<file path="src/design/gaussian_blur_3x3_core_macros.svh">
// ----------------------------------------------------------------------------
// Assertion macros for the gaussian_blur_3x3_core project
// Shared wrappers for clocked concurrent checks with synchronous reset.
// ----------------------------------------------------------------------------
`ifndef GAUSSIAN_BLUR_3X3_CORE_MACROS_SVH
`define GAUSSIAN_BLUR_3X3_CORE_MACROS_SVH

// Condition must hold at every clock edge outside reset.
`define GB3_ASSERT_ALWAYS(label, clk, rst, cond, msg) \
   label: assert property (@(posedge clk) disable iff (rst) (cond)) else $error(msg);

// Consequence must hold in the same cycle as the antecedent.
`define GB3_ASSERT_IMPL(label, clk, rst, ante, cons, msg) \
   label: assert property (@(posedge clk) disable iff (rst) (ante) |-> (cons)) \
      else $error(msg);

// Consequence must hold in the cycle after the antecedent.
`define GB3_ASSERT_NEXT(label, clk, rst, ante, cons, msg) \
   label: assert property (@(posedge clk) disable iff (rst) (ante) |=> (cons)) \
      else $error(msg);

`endif

</file>
<file path="src/design/gb3_pkg.sv">
// ----------------------------------------------------------------------------
// gb3_pkg
// Widths, register codes and shared types of the 3x3 Gaussian blur core.
// ----------------------------------------------------------------------------
`default_nettype none

package gb3_pkg;

   // Field widths
   localparam int PIXEL_W      = 8;
   localparam int RESULT_W     = 12;
   localparam int VSUM_W       = 10;   // top + 2*middle + bottom, at most 1020
   localparam int WIDTH_REG_W  = 11;
   localparam int HEIGHT_REG_W = 16;

   // Configuration port
   localparam int CSR_INDEX_W = 1;
   localparam int CSR_DATA_W  = 16;
   localparam logic [CSR_INDEX_W-1:0] REG_IMAGE_WIDTH  = 1'b0;
   localparam logic [CSR_INDEX_W-1:0] REG_IMAGE_HEIGHT = 1'b1;

   localparam logic [WIDTH_REG_W-1:0]  WIDTH_RESET  = 11'd1024;
   localparam logic [HEIGHT_REG_W-1:0] HEIGHT_RESET = 16'd1024;

   // Geometry
   localparam int MAX_WIDTH_DEFAULT = 1024;
   localparam int MIN_DIM           = 3;

   // Window: number of column cells holding columns c-1 and c-2
   localparam int WINDOW_TAPS = 2;

   // Result queue depth: one result on display, two in the pipeline stages
   // and one more accepted in the same cycle
   localparam int FIFO_DEPTH = 4;

   // Control word that travels with a pixel through the pipeline
   typedef struct packed {
      logic valid;       // stage holds a pixel transaction
      logic produce;     // pixel completes an interior window
      logic frame_end;   // result is the last interior one of the frame
   } gb3_ctrl_type;

endpackage

`default_nettype wire

</file>
<file path="src/design/gb3_cell.sv">
// ----------------------------------------------------------------------------
// gb3_cell
// One window column cell: holds a column sum and hands it to its neighbor.
// ----------------------------------------------------------------------------
`default_nettype none

module gb3_cell #(
   parameter int DATA_W = gb3_pkg::VSUM_W
) (
   input  wire logic              clock,
   input  wire logic              reset,
   input  wire logic              advance,
   input  wire logic [DATA_W-1:0] column_sum,
   output      logic [DATA_W-1:0] data_out
);
   import gb3_pkg::*;

   logic [DATA_W-1:0] data_ff;
   logic [DATA_W-1:0] data_in;

   // Take the neighbor's column when the window moves, else hold
   assign data_in = advance ? column_sum : data_ff;

   always_ff @(posedge clock) begin
      if (reset) begin
         data_ff <= '0;
      end else begin
         data_ff <= data_in;
      end
   end

   assign data_out = data_ff;

endmodule

`default_nettype wire

</file>
<file path="src/design/gb3_window.sv">
// ----------------------------------------------------------------------------
// gb3_window
// Chain of column cells and the 1-2-1 horizontal weighting of the window.
// ----------------------------------------------------------------------------
`default_nettype none

module gb3_window (
   input  wire logic                         clock,
   input  wire logic                         reset,
   input  wire gb3_pkg::gb3_ctrl_type        ctrl_in,
   input  wire logic [gb3_pkg::VSUM_W-1:0]   vsum_in,
   output      gb3_pkg::gb3_ctrl_type        result_ctrl,
   output      logic [gb3_pkg::RESULT_W-1:0] result_value
);
   import gb3_pkg::*;

   // tap[0] is the incoming column, tap[k+1] the output of cell k (column c-1-k)
   logic [VSUM_W-1:0] tap [WINDOW_TAPS+1];

   assign tap[0] = vsum_in;

   // Shift the column chain on every pixel transaction
   for (genvar k = 0; k < WINDOW_TAPS; k++) begin : g_cell
      gb3_cell #(
         .DATA_W(VSUM_W)
      ) u_cell (
         .clock      (clock),
         .reset      (reset),
         .advance    (ctrl_in.valid),
         .column_sum (tap[k]),
         .data_out   (tap[k+1])
      );
   end

   // Weight columns c-2, c-1, c as 1, 2, 1
   assign result_value = RESULT_W'(tap[2]) + (RESULT_W'(tap[1]) << 1) + RESULT_W'(tap[0]);

   always_comb begin
      result_ctrl           = ctrl_in;
      result_ctrl.valid     = ctrl_in.valid && ctrl_in.produce;
   end

endmodule

`default_nettype wire

</file>
<file path="config.mk">
export PLATFORM = sky130hd
export DESIGN_NAME = gb3_window
export DESIGN_NICKNAME = d
export VERILOG_FILES = /design/src/design/gaussian_blur_3x3_core_macros.svh /design/src/design/gb3_pkg.sv /design/src/design/gb3_cell.sv /design/src/design/gb3_window.sv
export SDC_FILE = /design/constraint.sdc
export NUM_CORES = 1
export LEC_CHECK = 0
export ABC_AREA = 0
export BUFFER_PORTS_ARGS = -buffer_cell sky130_fd_sc_hd__buf_2
export CORE_MARGIN = 2
export CORE_UTILIZATION = 49
export DETAILED_ROUTE_END_ITERATION = 7
export GPL_TIMING_DRIVEN = 0
export PLACE_DENSITY_LB_ADDON = 0.15
export RECOVER_POWER = 50
export SYNTH_ARGS = -nofsm -noshare
export SYNTH_HDL_FRONTEND = slang
export SYNTH_HIERARCHICAL = 1
export SYNTH_SLANG_ARGS = --single-unit
</file>
<file path="constraint.sdc">
create_clock -name clock -period 6.5 [get_ports clock]
set_input_delay 0.975 -clock clock [delete_from_list [all_inputs] [get_ports clock]]
set_output_delay 0.975 -clock clock [all_outputs]
set_load 0.01 [all_outputs]
</file>
== Word-level counts from Yosys, hierarchy flattened ==
Index checks and enable logic that the tools add are counted.
W data, S select, Z words.
Word-level totals
  word-level logic and storage cells: 5
  output and inout port bits: 15
  bits of input ports: 15
  flip-flop bits (word level): 20
Operators by class
  reductions and logical operators: 1
  $add $sub $neg: 2
Operator list (count)
  $add A10 B11 Y12: 1
  $add A12 B10 Y12: 1
  $logic_and A1 B1 Y1: 1

== Depth between registers and ports, before layout ==
  word-level depth: 2
  mapped depth: 11
  gate-level depth less buffers: 11

== Hierarchy ==
Netlist, hierarchy kept.
Modules (own cells, without submodules)
  gb3_cell: cells an instance 32, area each 352.8 um2, seq. area each 200.2 um2, times used 2
  gb3_window: cells an instance 72, area each 655.6 um2, seq. area each 0.0 um2, times used 1

== Least setup slack after synthesis ==
Ideal clock, no wire load.
  path kind: input -> output
  start: input vsum_in[1] (netlist bit)
  end: output result_value[11] (netlist bit)
  buffers on the path: 0
  arrival: 2.922 ns
  stages: 11
  data required time: 5.525 ns
  path slack: 2.603 ns
  path through: inv_1 -> fa_1 -> inv_1 -> ha_1 -> inv_1 -> fa_1 -> nor2b_1 -> o21ai_0 -> o22ai_1 -> nor2_1 -> o21ai_0
Between the ends
  word-level cells in the longest chain between the ends: 1
RTL lines
  start: declaration: line gb3_window.sv:11  | input wire logic [gb3_pkg::VSUM_W-1:0] vsum_in,
  $add A12 B10 Y12: line gb3_window.sv:36  | assign result_value = RESULT_W'(tap[2]) + (RESULT_W'(tap[1]) << 1) + RESULT_W'(tap[0]);
  end: declaration: line gb3_window.sv:13  | output logic [gb3_pkg::RESULT_W-1:0] result_value
No other way between the ends.

== Worst setup path in the final report ==
  start: input vsum_in[1] (netlist bit)
  end: output result_value[7] (netlist bit)
Same word-level chain as after synthesis.

==> metrics.md <==
| Metric | Value |
|---|---|
| Status | `finished clean` |
| Clock Skew | `0.000170 ns` |
| Dpl cells | `194` |
| Worst slack at placement | `2.29 ns` |
| Hold crit path type | `flop to flop` |
| Worst setup path end | `result_value[7]` |
| Layout cells sized above 1 | `21.1%` |
| Hpwl dp | `2000 um` |
| Crit path max fanout | `2` |
| Cells after Synth | `136` |
| Buffers on Ports | `27` |
| CTS tree | `yes` |
| Die width | `56.7 um` |
| Die area | `0.00322 sq mm` |
| CTS Buf Count | `3` |
| Final wirelength | `2520 um` |
| Vias in the first global route | `951` |
| Worst vdd ir | `0.000210 V` |
| Final Util | `57.4%` |
| RSZ-0062 raised after global routing | `false` |
| Global-route wire length before repair | `4110 um` |
| Critical Path AT | `3.25 ns` |
| Synth top area share | `29.4%` |
| Period minus WS final | `4.23 ns` |
| CTS Buffer Depth | `2` |
| Clock share of power | `18.4%` |
| Synth-to-Final Area Change | `13.2%` |
| Drt drc | `0` |
| Clock tree sinks | `20` |
| Vias per inst | `5.17` |
| P_int | `201 uW` |
| FF-to-FF Start | `g_cell[0].u_cell/data_out[2]$_SDFFE_PP0P_` |
| R2r endpoint | `g_cell[1].u_cell/data_out[2]$_SDFFE_PP0P_` |
| Nets | `204` |
| Logic pwr share | `36.8%` |
| Syn_nets | `172` |
| Clk slew on worst S/H paths | `0.10 ns` |
| Flops & latches, synth | `20` |
| DIE HEIGHT | `56.7 um` |
| Fillcell total | `249` |
| Total leakage power | `0.000798 uW` |
| Initial DRC Count | `21` |
| Antenna diodes | `0` |
| Mean post-synth cell area | `10.0 sq um` |
| Worst setup margin | `2.27 ns` |
| Depth of the worst register-to-register path | `2` |
| Setup Fix Bufs, Post-CTS | `0` |
| Critical path launch point | `vsum_in[1]` |
| Max Cap Viol | `0` |
| Total negative slack | `0 ns` |
| Yosys top cell by area | `dfxtp_1` |
| Ports | `30` |
| Via count | `1018` |
| Seq/Total Area, Yosys | `29.4%` |
| CTS Hold Bufs | `0` |
| CP Class | `input pin to output port` |
| Area contributors post-synth | `dfxtp_1 (29%), fa_1 (15%), mux2i_1 (15%)` |
| GRT Overall Usage | `16.6%` |
| Mapped Area | `0.00136 sq mm` |
| CP endpoint kind | `output port` |
| Max Fclk | `237 MHz` |
| Core box area | `0.00269 sq mm` |
| Pre-antenna DRT Iters | `4` |
| Relative slew slack | `47.5%` |
| DR WL/cell | `12.8 um` |
| Sw power | `96.7 uW` |
| Initial antenna violation count | `0` |
| Reg power frac | `44.8%` |
| H-tree levels | `1` |
| Critical Path RT | `5.52 ns` |
| Final setup vio count | `0` |
| Count of different cell masters after synthesis | `26` |
| PwrDens | `193 mW/mm^2` |
| Worst slew pin tran | `0.787 ns` |
| Synthesis Warnings | `6` |
| Final Hold Violating Endpoints | `0` |
| Total grt overflow | `0` |
| Startpoint Class | `input pin` |
| # rows | `19` |
| Clk Latency, worst-skew pair | `0.29 ns` |
| Clk root buf | `clkbuf_4` |
| Fin crit share | `65.0%` |
| Largest net degree at the start of global routing | `11` |
| Final Non-Filler Cells | `197` |
| Reg2reg setup slack | `5.81 ns` |
| Count of final max-slew check failures | `0` |
| Sw Ratio | `32.5%` |
| Design Power | `298 uW` |
| Largest register FFs | `20` |
| Post-CTS resize count | `0` |
| Initial Util | `50.7%` |
| Routed Antenna Nets | `0` |
| Placer's final routability congestion estimate | `0.729` |
-- routing by layer --
| layer | vias up | wire, um | track usage (%) |
|---|---|---|---|
| met3 | 2 | 94 | 5.07 |
| met4 | 0 | 8 | 2.04 |
| met2 | 17 | 1320 | 30.9 |
| li1 | 519 | - | - |
| met1 | 480 | 1100 | 18.9 |
| met5 | - | 0 | 0 |
-- power groups by stage --
stage          registers, uW  clock network [uW]  logic (uW)
2_1_floorplan            135                   0        77.9
3_3_place_gp             136                   0         109
3_5_place_dp             136                   0         112
4_1_cts                  133                58.2         112
5_1_grt                  134                63.7         123
6_report                 133                54.8         110
-- layout by cell type (no fill, tap or decap) --
master    Yosys  layout
a21o_1        3       3
a21oi_1       7       7
a221oi_2      1       1
a31oi_1       1       1
and2_1        1       1
and3_1        2       2
and3_2        1       1
buf_1         2       1
buf_2         0      26
buf_4         2       2
clkbuf_1      0       4
clkbuf_4      0       3
dfxtp_1      20      20
fa_1         10      10
ha_1         11      11
inv_1         9       9
mux2i_1      20      20
nand2_1       3       3
nand2b_1      3       3
nor2_1       21      21
nor2b_1       1       1
nor3_1        1       1
o21ai_0       4       4
o22ai_1       1       1
o41ai_2       1       1
or2_2         1       1
xnor2_1       6       6
xor2_1        2       2
-- worst max-delay path: stages --
cell and delay [ns]:
buf_2 0.09, inv_1 0.05, fa_1 0.46, inv_1 0.06, ha_1 0.17, inv_1 0.06, fa_1 0.41, nor2b_1 0.14
o21ai_0 0.12, o22ai_1 0.29, nor2_1 0.12, xnor2_1 0.16, buf_2 0.15
-- metrics by stage --
stage	instance area [sq um]	hold slack, ns
final	1540	0.514
after CTS	1560	0.513
after global routing	1540	0.542
after detailed placement	1540	0.489
after floorplan	1360	0.460
after global placement	1540	0.479
-- Yosys cell counts (all sizes together) --
cell,count
o21ai,4
a21o,3
fa,10
nor3,1
a221oi,1
mux2i,20
o41ai,1
xnor2,6
buf,6
o22ai,1
nor2b,1
or2,1
nor2,21
inv,9
and3,3
ha,11
a21oi,7
a31oi,1
dfxtp,20
xor2,2
and2,1
nand2b,3
nand2,3
-- final cells by class --
class / count / area, sq um / area share (%)
clock buffer: 3 / 22.5 / 1.46
inverter: 9 / 33.8 / 2.19
buffer: 6 / 30.0 / 1.95
tap: 31 / 38.8 / 2.52
sequential: 20 / 400 / 26.0
timing repair buffer: 27 / 134 / 8.69
multi-input combinational: 101 / 882 / 57.2
-- logic make-up after synthesis --
| group | count (synthesis) | synth area share (%) |
|---|---|---|
| AOI/OAI and AO/OA | 18 | 8.92 |
| xor gates and xnor gates | 8 | 5.15 |
| adders and majority gates | 21 | 24.8 |
| buffers and inverters | 15 | 5.79 |
| DFF | 20 | 29.4 |
| muxes | 20 | 14.7 |
| and+or+nand+nor | 34 | 11.2 |
-- worst min-delay path by stage --
stage / cells past startpoint / slack, ns / start / end
finish: 2 / 0.51 / g_cell[1].u_cell/data_out[1]$_SDFFE_PP0P_ / g_cell[1].u_cell/data_out[1]$_SDFFE_PP0P_
global route: 2 / 0.54 / g_cell[1].u_cell/data_out[1]$_SDFFE_PP0P_ / g_cell[1].u_cell/data_out[1]$_SDFFE_PP0P_
CTS: 2 / 0.51 / g_cell[1].u_cell/data_out[1]$_SDFFE_PP0P_ / g_cell[1].u_cell/data_out[1]$_SDFFE_PP0P_
floorplan: 2 / 0.46 / g_cell[1].u_cell/data_out[1]$_SDFFE_PP0P_ / g_cell[1].u_cell/data_out[1]$_SDFFE_PP0P_
detailed placement: 2 / 0.49 / g_cell[1].u_cell/data_out[1]$_SDFFE_PP0P_ / g_cell[1].u_cell/data_out[1]$_SDFFE_PP0P_
global placement: 2 / 0.48 / g_cell[1].u_cell/data_out[1]$_SDFFE_PP0P_ / g_cell[1].u_cell/data_out[1]$_SDFFE_PP0P_
Power figures use the tool's default switching activity.
